File: config.mk
export PLATFORM = sky130hd
export DESIGN_NAME = mcw_ram
export DESIGN_NICKNAME = d
export VERILOG_FILES = /design/src/hw/rtl/mcw_ram.sv
export SDC_FILE = /design/constraint.sdc
export NUM_CORES = 2
export LEC_CHECK = 0
export ABC_AREA = 1
export BUFFER_PORTS_ARGS = -buffer_cell sky130_fd_sc_hd__buf_4
export CAP_MARGIN = 5
export CORE_ASPECT_RATIO = 1.25
export CORE_MARGIN = 2
export CORE_UTILIZATION = 36
export CTS_CLUSTER_DIAMETER = 40
export CTS_CLUSTER_SIZE = 28
export DETAILED_ROUTE_END_ITERATION = 7
export GPL_TIMING_DRIVEN = 0
export PLACE_DENSITY = 0.62
export SYNTH_ARGS = -nofsm -noshare
export SYNTH_HDL_FRONTEND = slang
export SYNTH_SLANG_ARGS = --single-unit
File: constraint.sdc
create_clock -name clk -period 2.2 [get_ports clk]
set_input_delay 0.44 -clock clk [delete_from_list [all_inputs] [get_ports clk]]
set_output_delay 0.44 -clock clk [all_outputs]
set_load 0.02 [all_outputs]
File: src/hw/rtl/mcw_ram.sv
// ---------------------------------------------------------------------------
// mcw_ram: generic simple dual-port RAM
// One write port and one read port; read data is registered.
// ---------------------------------------------------------------------------
`default_nettype none

module mcw_ram #(
	parameter int unsigned WIDTH = 8,
	parameter int unsigned DEPTH = 256,
	localparam int unsigned AW = (DEPTH > 1) ? $clog2(DEPTH) : 1
) (
	input  wire logic             clk,
	input  wire logic             we,
	input  wire logic [AW-1:0]    waddr,
	input  wire logic [WIDTH-1:0] wdata,
	input  wire logic             re,
	input  wire logic [AW-1:0]    raddr,
	output logic      [WIDTH-1:0] rdata
);

	logic [WIDTH-1:0] mem_q [DEPTH];

	always_ff @(posedge clk) begin
		if (we) begin
			mem_q[waddr] <= wdata;
		end
		if (re) begin
			rdata <= mem_q[raddr];
		end
	end

endmodule

`default_nettype wire

## Word level (Yosys, flattened, before mapping)

Memories as Yosys holds them, arrays and structs flattened. A register that Yosys moved wholly into a read port is not among the register bits.
Cells that the tools add are included.

- Flip-flop bits (word level): 0
- RAM bits: 2,048
- Bits of input ports: 27
- Output and inout bits: 8
- Word-level logic and storage cells: 3
- Memories kept: 1

- Mux-type cells: 2

Memory list:

| memory | depth | width | rd ports | clocked after Yosys merged registers in | write ports | RTL line | source |
|---|---|---|---|---|---|---|---|
| mem_q | 256 | 8 | 1 | 1 | 1 | 21 | `logic [WIDTH-1:0] mem_q [DEPTH];` |

Operators by type and width:

| cell | number |
|---|---|
| $mux W1 | 2 |

## Depth between registers and ports, before layout

- Word-level depth: 2
- Mapped depth: 15
- Depth with buffers taken out: 11

## Worst setup path after synthesis

Ideal clock, no wire load.

- Kind: input -> register
- Start point: input port we
- End point: memory mem_q[162][0], enable pin
- Library setup time: 370 ps
- Data arrival time: 1,561 ps
- Data required time: 1,830 ps
- Path slack: 269 ps
- Stages on the path: 4
- Buffers on the path: 2
- Path through: clkbuf_1 > nand3_1 > clkbuf_1 > nor2_1

- Cells in the longest elaborated chain, start to end: 2

Ends and longest elaborated chain:

| element | RTL line | source |
|---|---|---|
| start: declaration | 13 | `input wire logic we,` |
| $mux W1 | 24 | `if (we) begin` |
| $mux W1 (not written as such) | 25 | `mem_q[waddr] <= wdata;` |
| end: declaration | 21 |  |

Every way passes these cells.

## Final worst setup path

- Start point: input port we
- End point: memory mem_q[115][1], enable pin

Same word-level chain as after synthesis.

==> run_results.csv <==
group,metric,value,unit
floorplan,dieArea,236000,µm²
setup_path,reg2regPathDepth,10,
setup_path,critical_path.top_delay_family,"simple AND/OR/NAND/NOR gates",
detailed_routing,vias,62000,
finish,drive_above_1_share,0.141,
pwr,combPwrFrac,0.077,
setup_path,cp.arrival,2.95,ns
clocking,cts.path.max_buffers,4,
finish,area.growth.synth_to_final,16.7,%
clocking,tritoncts,"done",
yosys,synth_nets,7030,
pwr,p_per_area,909,nW/µm²
yosys,synthCells,7003,
worst_hold_path,hold_path_depth,1,
finish,final_area,97400,µm²
timing,hold_violations,0,
clocking,htreeDepth,4,
timing,finalCritPeriodShare,1.10,
setup_path,crit_chain,"clkbuf_1 -> nand2_1 -> clkbuf_4 -> nor2_2",
setup_path,crit_cells,4,
yosys,synth_area_leader_cell,"edfxtp_1",
pwr,seq_power_share,0.488,
pwr,switching_share,0.257,
yosys,synth_cell_types,13,
placed_design,io_buffers,27,
yosys,ys_seq_area_frac,0.740,
detailed_routing,viasPerCell,5.85,
worst_hold_path,min_path_type,"in2reg",
setup_path,crit_fanout,10,
setup_path,required,2.74,ns
detailed_routing,ant_nets,0,
setup_path,crit_slowest_cell,"nor2_2",
placed_design,gp_congestion,1.07,
finish,n_fill_cell,21200,
yosys,synth_top_area_frac,0.740,
timing,report.final.slew_viol_count,0,
yosys,syn_avg_cell_area,11.9,µm²
floorplan,rows,197,
timing,fmax,0.415,GHz
yosys,yosysWarnings,0,
clocking,cts-buffers-inserted,213,
setup_path,endpoint_kind,"flip-flop",
floorplan,die_w,435,µm
setup_path,rrSetupSlack,-0.03,ns
timing,min_period,2.41,ns
clocking,clkTransAtPathRegs,0.07,ns
timing,slew_headroom,0.0493,
timing,setup_viol,322,
timing,grt_setup_unrepaired,"yes",
global_route,grt_pass1_vias,57800,
global_route,grt_pass1_wl,477000,µm
global_route,antenna_found_initial,30,
detailed_routing,drt_first_pass_iters,8,
global_route,grt_use_total,0.294,
setup_path,worst_setup_path_start_kind,"input pin",
yosys,synth-seq-cells,2056,
pwr,max-vdd-ir-drop,657,µV
global_route,grt_max_degree,159,
timing,worstMarginPinSlew,1.42,ns
timing,setup_ws,-0.212,ns
pwr,p_int,0.0658,W
placed_design,postPlaceCellArea,88500,µm²
floorplan,die_h,542,µm
global_route,overflow,0,
detailed_routing,route.detailed.drc,0,
detailed_routing,post_drt_wl_per_cell,33.6,µm
clocking,cts_root_buf,"clkbuf_16",
detailed_routing,drt-initial-drc-count,10300,
setup_path,criticalPathCategory,"in2reg",
pwr,p_leak,33.9,nW
outcome,status,"finished, violations left",
yosys,mappedNetlistArea,83500,µm²
floorplan,io_pins,35,
clocking,clkLatencyLatePin,0.92,ns
pwr,pwr-share-clk,0.435,
setup_path,timing.critical_path.buf_inv,2,
placed_design,dp_hpwl,247000,µm
floorplan,placeableCoreArea,230000,µm²
floorplan,start_util,0.362,
pwr,p_sw,0.0228,W
run,maxCapViolCount,0,
timing,fin_skew,0.0702,ns
finish,fin_nets,7353,
clocking,clkSinkCount,2056,
outcome,violations,"setup timing",
yosys,synthTopCellsByArea,"edfxtp_1 (74%), nand3_1 (12%), nand2_1 (9.5%), buf_2 (1.6%), nor2_1 (1.3%)",
detailed_routing,wl,356000,µm
placed_design,pre_cts_slack,-2.09,ns
setup_path,max_stage_delay,0.75,ns
-- power by group through the flow --
stage	logic, W	registers, W	clock network, W
after floorplan	0.00266	0.0441	0
after global placement	0.00607	0.0441	0
after detailed placement	0.00625	0.0440	0
after CTS	0.00638	0.0432	0.0383
after global routing	0.00686	0.0432	0.0398
final	0.00681	0.0432	0.0385
-- placed cells by master (no fill, tap or decap), types with 4 or more instances in the layout --
master	count
nand2_1	2121
edfxtp_1	2056
nand3_1	1996
clkbuf_16	213
buf_2	163
nor2_1	156
buf_4	144
nor2_2	101
clkbuf_4	71
buf_6	58
clkbuf_1	52
clkbuf_2	49
inv_1	36
buf_8	31
inv_6	31
nor2_4	26
bufinv_16	23
inv_8	22
clkinvlp_4	20
nand3_2	18
clkinv_4	17
clkinv_8	16
clkinv_2	16
buf_16	15
clkinv_1	14
diode_2	11
buf_1	7
nand3_4	5
dlygate4sd3_1	4
-- through the flow --
| step | power (W) | hold slack [ns] | TNS (ns) | instances | util |
|---|---|---|---|---|---|
| 6_report | 0.0885 | 0.000629 | -22.09 | 10600 | 0.423 |
| 5_1_grt | 0.0898 | 0.0294 | -6.99 | 10600 | 0.423 |
| 4_1_cts | 0.0879 | 0.00526 | -19.07 | 10600 | 0.420 |
| 3_5_place_dp | 0.0503 | 0.726 | -1676.17 | 10200 | 0.384 |
| 3_3_place_gp | 0.0502 | 0.714 | -4229.37 | 10100 | 0.380 |
| 2_1_floorplan | 0.0467 | 0.539 | 0 | 7003 | - |
-- final timing paths --
path                                      end     startpoint
worst min register to register       rdata[7]  mem_q[242][7]
worst max-delay path            mem_q[115][1]             we
worst min-delay path             mem_q[85][5]       wdata[5]
worst max register to register       rdata[2]   mem_q[20][2]
-- layout make-up --
class,instances,area (µm²),share of cell area
Antenna cell,11,27.5,0.000282
Buffer,483,3170,0.0325
Clock buffer,223,5370,0.0551
Clock inverter,165,2020,0.0207
Inverter,39,151,0.00155
Multi-Input combinational cell,4425,19700,0.203
Sequential cell,2056,61700,0.634
Tap cell,3084,3860,0.0396
Timing Repair Buffer,108,1370,0.0140
-- flip-flops by register name (all words and copies together), names as in the netlist --
name and flops:
mem_q 2048, rdata 8
-- cells by family (layout without fill, tap and decap cells) --
kind of cell | count (synthesis) | count (layout) | synth area share
and+or+nand+nor | 4425 | 4425 | 0.229
DFF | 2056 | 2056 | 0.740
buffers and inverters | 522 | 1018 | 0.0312
other | 0 | 11 | 0
-- Yosys cell counts --
cell type	number
nand2_1	2123
edfxtp_1	2056
nand3_1	2019
nor2_1	283
buf_2	268
clkbuf_1	112
buf_4	46
buf_1	40
inv_1	36
buf_6	16
inv_2	2
buf_8	1
inv_4	1
-- per-layer routing --
layer / share of wire / global-route usage / vias up / routed length (µm)
met5: 0.00059 / 0 / - / 211
met1: 0.33 / 0.335 / 30300 / 117000
met3: 0.12 / 0.0866 / 1337 / 43500
li1: - / - / 25600 / -
met2: 0.44 / 0.450 / 4800 / 158000
met4: 0.11 / 0.261 / 28 / 37400
-- what timing repair did --
item | CTS | global route
resized for setup | 314 | 245
hold endpoints to repair | 86 | 0
endpoints found under the setup margin | 678 | 483
pin swaps | 20 | 0
hold buffers | 4 | 0
buffers inserted | 28 | 0
(Power assumes the default switching activity.)
